## config.mk

```make
export PLATFORM = sky130hd
export DESIGN_NAME = ttint_div
export DESIGN_NICKNAME = d
export VERILOG_FILES = /design/src/sv/ttint_pkg.sv /design/src/sv/ttint_div.sv
export SDC_FILE = /design/constraint.sdc
export NUM_CORES = 1
export LEC_CHECK = 0
export ABC_AREA = 1
export BUFFER_PORTS_ARGS = -buffer_cell sky130_fd_sc_hd__buf_2
export CAP_MARGIN = 0
export CORE_AREA = 2 2 90 92
export CTS_BUF_LIST = sky130_fd_sc_hd__clkbuf_4
export DETAILED_ROUTE_END_ITERATION = 16
export DIE_AREA = 0 0 92 94
export GPL_ROUTABILITY_DRIVEN = 1
export PLACE_DENSITY_LB_ADDON = 0.25
export SKIP_LAST_GASP = 1
export SLEW_MARGIN = 20
export SYNTH_ARGS = -nofsm -noshare
export SYNTH_HDL_FRONTEND = slang
export SYNTH_SLANG_ARGS = --single-unit
```

## constraint.sdc

```tcl
create_clock -name i_clk -period 5.2 [get_ports i_clk]
set_input_delay 1.3 -clock i_clk [delete_from_list [all_inputs] [get_ports i_clk]]
set_output_delay 1.3 -clock i_clk [all_outputs]
set_load 0.02 [all_outputs]
```

## src/sv/ttint_pkg.sv

```systemverilog
`timescale 1ns / 1ps
// Shared constants, codes and types of the trajectory table interpolator.
// No dependencies.
package ttint_pkg;
    localparam int MAX_POINTS = 1024;
    localparam int MAX_JOINTS = 8;
    localparam int ROW_W      = $clog2(MAX_POINTS);
    localparam int JOINT_W    = $clog2(MAX_JOINTS);
    localparam int ADDR_W     = JOINT_W + ROW_W;
    localparam int PC_W       = $clog2(MAX_POINTS + 1);
    localparam int JC_W       = $clog2(MAX_JOINTS + 1);
    localparam int DIV_W      = 33;
    localparam int CNT_W      = $clog2(DIV_W);
    localparam int WORD_W     = 33;

    localparam int OP_W       = 2;
    localparam int FJOINT_W   = 3;
    localparam int FROW_W     = 10;
    localparam int VAL_W      = 32;
    localparam int STAT_W     = 3;
    localparam int CIDX_W     = 4;
    localparam int CDAT_W     = 16;

    localparam logic [PC_W-1:0] PC_RESET = PC_W'(MAX_POINTS);
    localparam logic [JC_W-1:0] JC_RESET = JC_W'(MAX_JOINTS);

    localparam logic [OP_W-1:0] OP_WRITE = 2'd0;
    localparam logic [OP_W-1:0] OP_MARK  = 2'd1;
    localparam logic [OP_W-1:0] OP_FILL  = 2'd2;
    localparam logic [OP_W-1:0] OP_QUERY = 2'd3;

    localparam logic [STAT_W-1:0] ST_OK       = 3'd0;
    localparam logic [STAT_W-1:0] ST_RANGE    = 3'd1;
    localparam logic [STAT_W-1:0] ST_START    = 3'd2;
    localparam logic [STAT_W-1:0] ST_END      = 3'd3;
    localparam logic [STAT_W-1:0] ST_UNFILLED = 3'd4;

    localparam logic [CIDX_W-1:0] REG_POINT_COUNT = 4'd0;
    localparam logic [CIDX_W-1:0] REG_JOINT_COUNT = 4'd1;

    typedef struct packed {
        logic             start;
        logic [DIV_W-1:0] dividend;
        logic [PC_W-1:0]  divisor;
    } t_div_req;
endpackage

```

## src/sv/ttint_div.sv

```systemverilog
`timescale 1ns / 1ps
// Shared restoring divider, one quotient bit per cycle, unsigned.
// Depends on ttint_pkg.
module ttint_div (
    input  logic                         i_clk,
    input  logic                         i_rst_n,
    input  ttint_pkg::t_div_req          i_req,
    output logic                         o_done,
    output logic [ttint_pkg::DIV_W-1:0]  o_quo,
    output logic [ttint_pkg::PC_W-1:0]   o_rem
);
    import ttint_pkg::*;

    logic             r_busy;
    logic             r_done;
    logic [CNT_W-1:0] r_cnt;
    logic [DIV_W-1:0] r_quo;
    logic [PC_W-1:0]  r_rem;
    logic [PC_W-1:0]  r_div;
    logic [PC_W:0]    shifted;
    logic             ge;
    logic [PC_W-1:0]  n_rem;

    assign shifted = {r_rem, r_quo[DIV_W-1]};
    assign ge      = shifted >= {1'b0, r_div};
    assign n_rem   = ge ? PC_W'(shifted - {1'b0, r_div}) : shifted[PC_W-1:0];

    always_ff @(posedge i_clk) begin
        if (!i_rst_n) begin
            r_busy <= 1'b0;
            r_done <= 1'b0;
            r_cnt  <= '0;
        end else begin
            r_done <= 1'b0;
            if (i_req.start) begin
                r_busy <= 1'b1;
                r_cnt  <= '0;
            end else if (r_busy) begin
                r_cnt <= r_cnt + 1'b1;
                if (r_cnt == CNT_W'(DIV_W - 1)) begin
                    r_busy <= 1'b0;
                    r_done <= 1'b1;
                end
            end
        end
    end

    always_ff @(posedge i_clk) begin
        if (i_req.start) begin
            r_quo <= i_req.dividend;
            r_rem <= '0;
            r_div <= i_req.divisor;
        end else if (r_busy) begin
            r_quo <= {r_quo[DIV_W-2:0], ge};
            r_rem <= n_rem;
        end
    end

    assign o_done = r_done;
    assign o_quo  = r_quo;
    assign o_rem  = r_rem;
endmodule

```

==> flow_metrics.py, run 1 <==
metrics = {
    "run_status": {
        "outcome": "finished, final reports clean",
    },
    "placed_design": {
        "place_congestion": 0.8426,
        "placed_area_um2": 3914,
        "io_buffers": 91,
        "dp_hpwl_um": 5600,
    },
    "synth": {
        "synth.yosys.warnings": 0,
        "ys_seq_area_share_pct": 50.07,
        "synth.avg_cell_area_um2": 8.268,
        "yosysTopAreaCell": "edfxtp_1",
        "synthCells": 411,
        "ys.flop_type": "edfxtp_1",
        "syn_nets": 472,
        "synth.area.top_cells": "edfxtp_1, nand2_1, dfxtp_1",
        "synth.cell_area_um2": 3398,
        "netlist.area_leader.share_pct": 38.88,
        "async_flop_share_pct": 0,
        "ys_types": 32,
        "synth_edf_count": 44,
        "ys_ff_latch": 63,
    },
    "drt": {
        "drc_errors": 0,
        "drtIter0Drc": 111,
        "vias": 2937,
        "wirelength_um": 7653,
        "via_per_inst": 4.823,
        "drtAntennaViolNets": 0,
        "dr.pass1.iters": 4,
        "wl_per_cell_um": 12.57,
    },
    "worst_hold_path": {
        "min-delay-start": "o_rem[8]",
        "min_to": "o_rem[8]",
        "whs_path_depth": 2,
        "hold_class": "reg2reg",
    },
    "sta": {
        "whs_ns": 0.4993,
        "fin_skew_ns": 0.01109,
        "rsz0062_at_grt": "no",
        "max_freq_mhz": 365.6,
        "relSlewSlack_pct": 35.30,
        "fin_crit_sh_pct": 52.60,
        "tns_ns": 0,
        "slew_violations": 0,
        "hold_violations": 0,
        "setup_violations": 0,
        "period_needed_ns": 2.735,
        "worstMarginPinSlew_ns": 0.9669,
    },
    "clocking": {
        "clkLatencyLatePin_ns": 0.40,
        "cts_root_buffer": "clkbuf_4",
        "clockBufferDepth": 2,
        "cts_htree_levels": 3,
        "cts_sinks": 63,
        "cts_resized": 0,
        "cts_setup_buffers": 0,
        "clkTransAtPathRegs_ns": 0.10,
        "postCtsHoldBufs": 0,
        "cts_buffers": 9,
        "tritoncts": "built",
    },
    "critical_path": {
        "crit_type": "in2reg",
        "path_cells": "buf_2, clkinv_1, nand2_1, nor3_1",
        "crit_start": "i_req[44]",
        "worstReg2RegStart": "o_quo[32]",
        "r2r_end": "o_quo[0]",
        "start_kind": "input pin",
        "critPathTopFamily": "buffers and inverters",
        "cp_num_buf_inv": 2,
        "cp_max_fo": 35,
        "cpPeakStageDelay_ns": 0.81,
        "worstPathRequired_ns": 5.48,
        "cp.arrival_ns": 3.02,
        "slowest_stage": "clkinv_1",
        "r2r_slack_ns": 2.84,
        "end_kind": "flip-flop",
        "reg2reg_depth": 10,
    },
    "pwr": {
        "vdd_ir_drop_max_v": 0.0001449,
        "power_leakage_nw": 2.067,
        "power_density_nw_per_um2": 266.0,
        "finalPower_mw": 1.071,
    },
    "floorplan": {
        "dieArea_um2": 8648,
        "initial_core_util_pct": 44.67,
        "num_io_pins": 92,
        "num_rows": 32,
        "die_x_um": 92,
        "die_y_um": 94,
        "core_um2": 7607,
    },
    "flow_run": {
        "cap_violations": 0,
    },
    "global_routing": {
        "grt_max_degree": 36,
        "grt_pass1_wl_um": 12920,
        "grt_antenna_before_repair": 0,
        "grtUsageTotal_pct": 19.01,
        "grt-ovfl-total": 0,
        "grt_pass1_vias": 2864,
    },
    "final_layout": {
        "nets": 563,
        "fillers": 774,
        "fin_util_pct": 52.93,
        "area_delta_synth_final_pct": 18.48,
        "fin_area_um2": 4026,
        "antenna_cells": 0,
        "drive_above_1_share_pct": 26.63,
    },
}
## how the worst max path moves through the flow
stage	depth (start not counted)	end	slack (ns)
after floorplan	3	o_quo[0]	2.60
after global placement	4	r_cnt[2]	2.08
after detailed placement	4	r_cnt[4]	2.02
after CTS	4	r_cnt[2]	2.47
after global routing	4	r_cnt[4]	2.22
final	4	r_cnt[2]	2.46
## stage by stage
stage / worst slack (ns) / instances
floorplan: 2.603 / 411
global placement: 2.076 / 593
detailed placement: 2.022 / 593
CTS: 2.469 / 609
global route: 2.225 / 609
finish: 2.465 / 609
## layout make-up
type	instances	area [um2]	area share [%]
clock inverters	6	37.54	0.9323
multi-input cells	281	1411	35.05
flip-flops and latches	63	1702	42.26
clock buffers	10	75.07	1.865
repair buffers	93	470.5	11.68
well taps	102	127.6	3.170
inverters	54	202.7	5.034
## logic make-up after synthesis
| family | after synthesis | synth area share, % |
|---|---|---|
| AO/OA/AOI/OAI | 10 | 1.731 |
| adder cells (fa/ha/maj) | 14 | 5.376 |
| AND/OR/NAND/NOR | 254 | 33.65 |
| buffers and inverters | 67 | 8.395 |
| flip-flops | 63 | 50.07 |
| XOR/XNOR | 3 | 0.7733 |
## routing by layer
layer  global-route usage (%)  routed length, um  up-vias
met5                        0                  0        -
met4                    5.846                 96        0
met3                    5.859                544        9
met2                    31.62               3595       89
met1                    23.84               3416     1337
li1                         -                  -     1502
## placed cells by master (no fill, tap or decap), drive strengths merged
master and instances:
nand2 180, buf 93, inv 53, edfxtp 44, nand3 33, dfxtp 19, nor2 17, nand4 15
ha 13, clkbuf 10, a21oi 7, nor3 5, clkinv 5, nor3b 2, xnor2 2, clkinvlp 2
or2 1, a211oi 1, o211ai 1, o21ai 1, and2 1, xor2 1, fa 1
## synthesized netlist by cell type (2+ instances only)
cell type	count
buf_4	2
nand4_1	14
nor3_1	5
inv_2	2
ha_1	13
edfxtp_1	44
xnor2_1	2
nand2_2	13
clkbuf_1	7
nand3_1	27
nor3b_1	2
nand3_2	6
a21oi_1	6
dfxtp_1	19
nor2_1	14
nand2_1	167
nor2_2	2
inv_1	51
buf_2	2
## worst reg2reg max path, cell delays in order (launching register included)
cell,delay [ns]
edfxtp_1,0.44
inv_1,0.10
ha_1,0.20
fa_1,0.24
inv_1,0.08
nand3_1,0.08
nand3_2,0.13
nand2_2,0.29
nand4_4,0.33
nand2_1,0.14
nand2_1,0.08
## report_power, final
group	switching, mW	internal, mW	leakage, nW
Sequential	0.0193	0.580	0.600
Clock	0.185	0.101	0.0598
Combinational	0.122	0.0638	1.41
Total	0.326	0.745	2.07
## registers in the layout (all words and copies together), names as in the netlist
register / count
o_quo: 33
o_rem: 11
r_div: 11
r_cnt: 6
o_done: 1
r_busy: 1
Power figures use the tool's default switching activity.
==> inputs of run 2 (changes only) <==
--- a/config.mk
+++ b/config.mk
@@ -5,13 +5,13 @@
 export SDC_FILE = /design/constraint.sdc
 export NUM_CORES = 1
 export LEC_CHECK = 0
-export ABC_AREA = 1
+export ABC_AREA = 0
 export BUFFER_PORTS_ARGS = -buffer_cell sky130_fd_sc_hd__buf_2
 export CAP_MARGIN = 0
-export CORE_AREA = 2 2 90 92
+export CORE_AREA = 2 2 87 89
 export CTS_BUF_LIST = sky130_fd_sc_hd__clkbuf_4
 export DETAILED_ROUTE_END_ITERATION = 16
-export DIE_AREA = 0 0 92 94
+export DIE_AREA = 0 0 89 91
 export GPL_ROUTABILITY_DRIVEN = 1
 export PLACE_DENSITY_LB_ADDON = 0.25
 export SKIP_LAST_GASP = 1
==> constraint.sdc (replaced) <==
create_clock -name i_clk -period 2.5 [get_ports i_clk]
set_input_delay 0.625 -clock i_clk [delete_from_list [all_inputs] [get_ports i_clk]]
set_output_delay 0.625 -clock i_clk [all_outputs]
set_load 0.02 [all_outputs]
==> run 2 against run 1 <==
Compared with the run above:
- clock power grew to 2.9 times the previous value
- global-route usage down 1.2 points
- total power grew to 2.6 times the previous value
- cell count down 24%
- design area shrank 1.5%
- synthesized cell count decreased by 38%
- wire length decreased by 11%
- sequential share of layout area increased by 0.65 points
- sequential power increased by 120%
- clock skew is 0.00086 ns higher
- hold slack got worse by 0.11 ns
- critical endpoint is now o_rem[8]
==> flow_metrics.py, run 2 <==
metrics = {
    "global_routing": {
        "grt-ovfl-total": 0,
        "grt_antenna_before_repair": 0,
        "use_met1_pct": 23.97,
        "grt_use_met2_pct": 25.62,
        "use_met3_pct": 7.727,
        "busiest_layer": "met2",
        "grtUsageTotal_pct": 17.85,
        "grt_pass1_vias": 2339,
        "grt_pass1_wl_um": 11060,
        "grt_max_degree": 29,
    },
    "floorplan": {
        "dieArea_um2": 8099,
        "die_y_um": 91,
        "initial_core_util_pct": 44.25,
        "num_rows": 31,
        "core_um2": 7137,
        "num_io_pins": 92,
        "die_x_um": 89,
    },
    "final_layout": {
        "area_delta_synth_final_pct": 25.55,
        "final_common_cell": "buf_2",
        "largest_reg_flops": 33,
        "nets": 418,
        "drive_above_1_share_pct": 43.92,
        "final_cell_mix": "buf_2, edfxtp_1, mux2_2",
        "antenna_cells": 0,
        "layoutNonFillerInstCount": 461,
    },
    "worst_hold_path": {
        "whs_path_depth": 1,
        "min-delay-start": "i_req[9]",
        "hold_class": "in2reg",
        "min_to": "r_div[9]",
    },
    "pwr": {
        "power_leakage_nw": 1.669,
        "power_density_nw_per_um2": 704.7,
        "p_comb_share_pct": 24.3,
        "p_switching_mw": 0.8396,
        "sequentialPowerShare_pct": 46.1,
        "switching_share_pct": 30.05,
        "vdd_ir_drop_max_v": 0.0003302,
        "power.internal_mw": 1.955,
        "finalPower_mw": 2.794,
        "clkPwrFrac_pct": 29.7,
    },
    "drt": {
        "drtIter0Drc": 97,
        "wirelength_um": 6805,
        "wl_per_cell_um": 14.76,
        "vias": 2338,
        "drtAntennaViolNets": 0,
        "drc_errors": 0,
        "dr.pass1.iters": 4,
        "via_per_inst": 5.072,
    },
    "flow_run": {
        "cap_violations": 0,
    },
    "critical_path": {
        "r2r_slack_ns": 0.13,
        "reg2reg_depth": 10,
        "cp_num_buf_inv": 2,
        "crit_top_cell": "o21ai_2",
        "cp.arrival_ns": 2.66,
        "worstPathRequired_ns": 2.79,
        "start_kind": "flip-flop",
        "cp_max_fo": 15,
        "crit_type": "reg2reg",
        "end_kind": "flip-flop",
        "path_cells": "inv_1, ha_1, fa_1, nor2b_1, o31a_1, o21ai_2, o21ai_2, buf_12, mux2i_1, a211oi_2",
        "worstReg2RegStart": "o_quo[32]",
        "r2r_end": "o_rem[8]",
        "slowest_stage": "fa_1",
        "critPathTopFamily": "adder cells",
        "cpPeakStageDelay_ns": 0.41,
    },
    "synth": {
        "syn_nets": 316,
        "yosysTopAreaCell": "edfxtp_1",
        "ys_types": 47,
        "netlist.area_leader.share_pct": 41.84,
        "synth.area.top_cells": "edfxtp_1, dfxtp_1, mux2_2",
        "async_flop_share_pct": 0,
        "synth.yosys.warnings": 0,
        "ys.flop_type": "edfxtp_1",
        "ys_top_cells_by_count": "edfxtp_1, mux2_2, nor2_1",
        "ys_ff_latch": 63,
        "synthCells": 255,
        "synth.cell_area_um2": 3158,
        "synth_edf_count": 44,
        "synth.avg_cell_area_um2": 12.38,
        "ys_seq_area_share_pct": 53.88,
        "synth.most_common_cell": "edfxtp_1",
    },
    "placed_design": {
        "place_inst": 443,
        "io_buffers": 91,
        "pre_cts_ws_ns": 0.1533,
        "place_congestion": 0.7435,
        "dp_hpwl_um": 4928,
    },
    "clocking": {
        "clkTransAtPathRegs_ns": 0.11,
        "cts_root_buffer": "clkbuf_4",
        "cts_buffers": 9,
        "cts_htree_levels": 3,
        "clkLatencyLatePin_ns": 0.41,
        "cts_sinks": 63,
        "clockBufferDepth": 2,
        "tritoncts": "built",
    },
    "sta": {
        "fin_crit_sh_pct": 94.80,
        "slew_violations": 0,
        "max_freq_mhz": 422.0,
        "rsz0062_at_grt": "yes",
        "worstMarginPinSlew_ns": 0.4495,
        "setup_slack_ns": 0.1301,
        "hold_violations": 0,
        "setup_violations": 0,
        "period_needed_ns": 2.370,
        "relSlewSlack_pct": 69.96,
        "fin_skew_ns": 0.01194,
        "whs_ns": 0.3858,
    },
    "run_status": {
        "outcome": "finished, final reports clean",
    },
}
## run 2: cell types whose count changed after synthesis, moves of 11 or more
cell / before / now
nand2_1: 167 / 11
mux2_2: 0 / 33
nand3_1: 27 / 5
inv_1: 51 / 18
nand4_1: 14 / 3
nand2_2: 13 / 0
## run 2: area by class of cell
class                           count  area, um2
Inverter                           19      71.32
Clock inverter                      5      81.33
Clock buffer                       11      82.58
Multi-Input combinational cell    164       1356
Timing Repair Buffer              100      548.0
Fill cell                         644       3172
Tap cell                           99      123.9
Sequential cell                    63       1702
## run 2: worst max-delay path by stage
stage | end | cells past startpoint | from | slack (ns)
after CTS | o_quo[0] | 7 | o_rem[9] | 0.14
after global routing | o_rem[3] | 10 | o_quo[32] | -0.05
after global placement | o_quo[0] | 7 | o_rem[8] | 0.22
after floorplan | o_rem[8] | 10 | o_quo[32] | 0.06
final | o_rem[8] | 10 | o_quo[32] | 0.13
after detailed placement | o_quo[0] | 7 | o_rem[8] | 0.15
## run 2: worst reg2reg max path, cell delays in order, from the launching register on
cell and delay (ns):
edfxtp_1 0.37, inv_1 0.05, ha_1 0.22, fa_1 0.41, nor2b_1 0.19, o31a_1 0.23, o21ai_2 0.13, o21ai_2 0.18
buf_12 0.17, mux2i_1 0.22, a211oi_2 0.09
## run 2: stage by stage
step | cell area (um2) | setup TNS, ns | util (%)
2_1_floorplan | 3158 | 0 | -
3_3_place_gp | 3774 | 0 | 52.88
3_5_place_dp | 3774 | 0 | 52.88
4_1_cts | 3938 | 0 | 55.17
5_1_grt | 3965 | -0.1026 | 55.56
6_report | 3965 | 0 | 55.56
## run 2: cell families after synthesis
kind of cell | share of synthesized area (%)
fa+ha+maj | 5.785
buf+inv | 3.566
xor+xnor | 2.496
flops | 53.88
mux | 13.99
simple gates | 10.06
compound gates | 10.22
## run 2: metal layers
metal | wire length, um | vias to the layer above
met5 | 0 | -
met2 | 3080 | 70
li1 | - | 1155
met3 | 563 | 9
met1 | 3055 | 1104
met4 | 106 | 0
## run 2: power by group through the flow
stage | logic, mW | clock network [mW] | registers, mW
6_report | 0.678 | 0.829 | 1.29
5_1_grt | 0.743 | 0.890 | 1.30
4_1_cts | 0.669 | 0.840 | 1.29
3_5_place_dp | 0.666 | 0 | 1.31
3_3_place_gp | 0.654 | 0 | 1.31
2_1_floorplan | 0.365 | 0 | 1.40
## run 2: timing repair
item / in CTS / in global routing
setup endpoints to repair: 0 / 7
gates resized for setup: 0 / 2
hold buffers: 0 / 0
buffers inserted: 0 / 2
==> inputs of run 3 (changes only) <==
--- a/config.mk
+++ b/config.mk
@@ -13,7 +13,7 @@
 export DETAILED_ROUTE_END_ITERATION = 16
 export DIE_AREA = 0 0 89 91
 export GPL_ROUTABILITY_DRIVEN = 1
-export PLACE_DENSITY_LB_ADDON = 0.25
+export PLACE_DENSITY = 0.72
 export SKIP_LAST_GASP = 1
 export SLEW_MARGIN = 20
 export SYNTH_ARGS = -nofsm -noshare
==> run 3 against run 2 <==
Compared with the run above:
- total power up 2.8%
- highest routed layer unchanged
- sequential power hardly changed
- clock skew up 0.0060 ns
- critical endpoint unchanged
- die area is the same
- combinational power decreased by 1%
- wire length decreased by 7.1%
- cell count is 0.22% higher
- sequential cell count is the same
- worst setup slack improved by 0.034 ns
- critical path depth stayed put
==> flow_metrics.py, run 3 (synthesis gave the netlist of run 2 again) <==
metrics = {
    "run_status": {
        "outcome": "finished, final reports clean",
    },
    "final_layout": {
        "area_delta_synth_final_pct": 26.39,
        "final_cell_mix": "buf_2, edfxtp_1, mux2_2",
        "drive_above_1_share_pct": 44.08,
        "fin_area_um2": 3991,
        "fin_util_pct": 55.93,
        "largest_reg_flops": 33,
        "final_common_cell": "buf_2",
        "antenna_cells": 0,
        "nets": 419,
    },
    "worst_hold_path": {
        "hold_class": "in2reg",
    },
    "flow_run": {
        "cap_violations": 0,
    },
    "critical_path": {
        "crit_type": "reg2reg",
        "cp_max_fo": 15,
        "start_kind": "flip-flop",
        "end_kind": "flip-flop",
        "cp.arrival_ns": 2.60,
        "worstPathRequired_ns": 2.77,
        "r2r_slack_ns": 0.16,
    },
    "global_routing": {
        "grt_pass1_wl_um": 10370,
        "grt_max_degree": 37,
        "grtUsageTotal_pct": 16.44,
        "grt-ovfl-total": 0,
        "grt_antenna_before_repair": 0,
        "grt_pass1_vias": 2265,
    },
    "clocking": {
        "clkTransAtPathRegs_ns": 0.13,
        "clkLatencyLatePin_ns": 0.40,
        "cts_sinks": 63,
        "cts_buffers": 9,
        "clockBufferDepth": 2,
        "tritoncts": "built",
        "cts_root_buffer": "clkbuf_4",
        "cts_htree_levels": 3,
        "postCtsHoldBufs": 0,
    },
    "placed_design": {
        "dp_hpwl_um": 4715,
        "io_buffers": 91,
        "place_congestion": 0.7831,
        "placed_area_um2": 3789,
    },
    "sta": {
        "setup_violations": 0,
        "max_freq_mhz": 428.1,
        "fin_crit_sh_pct": 93.44,
        "rsz0062_at_grt": "yes",
        "tns_ns": 0,
        "worstMarginPinSlew_ns": 0.5262,
        "relSlewSlack_pct": 64.84,
        "period_needed_ns": 2.336,
        "fin_skew_ns": 0.01798,
        "hold_violations": 0,
        "whs_ns": 0.3962,
        "slew_violations": 0,
    },
    "drt": {
        "drtAntennaViolNets": 0,
        "drc_errors": 0,
        "wl_per_cell_um": 13.69,
        "vias": 2309,
        "dr.pass1.iters": 4,
        "drtIter0Drc": 113,
        "via_per_inst": 4.998,
        "wirelength_um": 6325,
    },
    "pwr": {
        "vdd_ir_drop_max_v": 0.0003551,
        "switching_share_pct": 28.87,
        "p_switching_mw": 0.8293,
        "sequentialPowerShare_pct": 44.7,
        "clkPwrFrac_pct": 32.0,
        "power.internal_mw": 2.043,
        "p_comb_share_pct": 23.3,
        "power_leakage_nw": 1.686,
        "power_density_nw_per_um2": 719.6,
    },
    "floorplan": {
        "die_y_um": 91,
        "initial_core_util_pct": 44.25,
        "num_io_pins": 92,
        "dieArea_um2": 8099,
        "core_um2": 7137,
        "num_rows": 31,
        "die_x_um": 89,
    },
}
## run 3: through the flow
| step | std cells | worst slack, ns | power [mW] |
|---|---|---|---|
| 5_1_grt | 462 | -0.01998 | 3.020 |
| 3_3_place_gp | 445 | 0.2317 | 1.963 |
| 3_5_place_dp | 445 | 0.2094 | 1.975 |
| 6_report | 462 | 0.1639 | 2.872 |
| 4_1_cts | 461 | 0.1543 | 2.908 |
| 2_1_floorplan | 255 | 0.05900 | 1.760 |
## run 3: worst max-delay path, cell delays in order, from the launching register on
cell and delay [ns]:
edfxtp_1 0.39, inv_1 0.05, ha_1 0.21, fa_1 0.40
nor2b_1 0.16, o31a_1 0.21, o21ai_2 0.13, o21ai_2 0.18
buf_12 0.17, mux2i_1 0.22, a211oi_2 0.08
## run 3: power by group through the flow
stage	Clock, mW	Combinational (mW)	Sequential (mW)
5_1_grt	0.988	0.736	1.30
3_3_place_gp	0	0.656	1.31
2_1_floorplan	0	0.365	1.40
3_5_place_dp	0	0.669	1.31
6_report	0.920	0.669	1.28
4_1_cts	0.954	0.670	1.28
## run 3: routing by layer
metal	share of wire [%]	vias to the layer above	wire, um	global-route usage, %
met3	7.9	6	501	6.455
met1	44	1073	2757	21.37
met4	0.89	0	56	5.224
li1	-	1160	-	-
met2	48	70	3011	25.12
met5	0	-	0	0
## run 3: final timing paths
check | from | to | cells after the start
worst min-delay path | i_req[10] | r_div[10] | 1
worst min register to register | r_cnt[5] | o_done | 2
worst max-delay path | o_quo[32] | o_rem[8] | 10
worst max register to register | o_quo[32] | o_rem[8] | 10
## run 3: area by class of cell
| class | instances | area, um2 |
|---|---|---|
| repair buffers | 101 | 555.5 |
| flip-flops and latches | 63 | 1702 |
| well taps | 99 | 123.9 |
| multi-input cells | 164 | 1344 |
| clock inverters | 7 | 127.6 |
| inverters | 19 | 71.32 |
| clock buffers | 9 | 67.56 |
| fillers | 634 | 3146 |
## run 3: timing repair
| action | CTS | global route |
|---|---|---|
| endpoints found under the setup margin | 0 | 4 |
| buffers inserted | 0 | 1 |
| resized for setup | 0 | 0 |
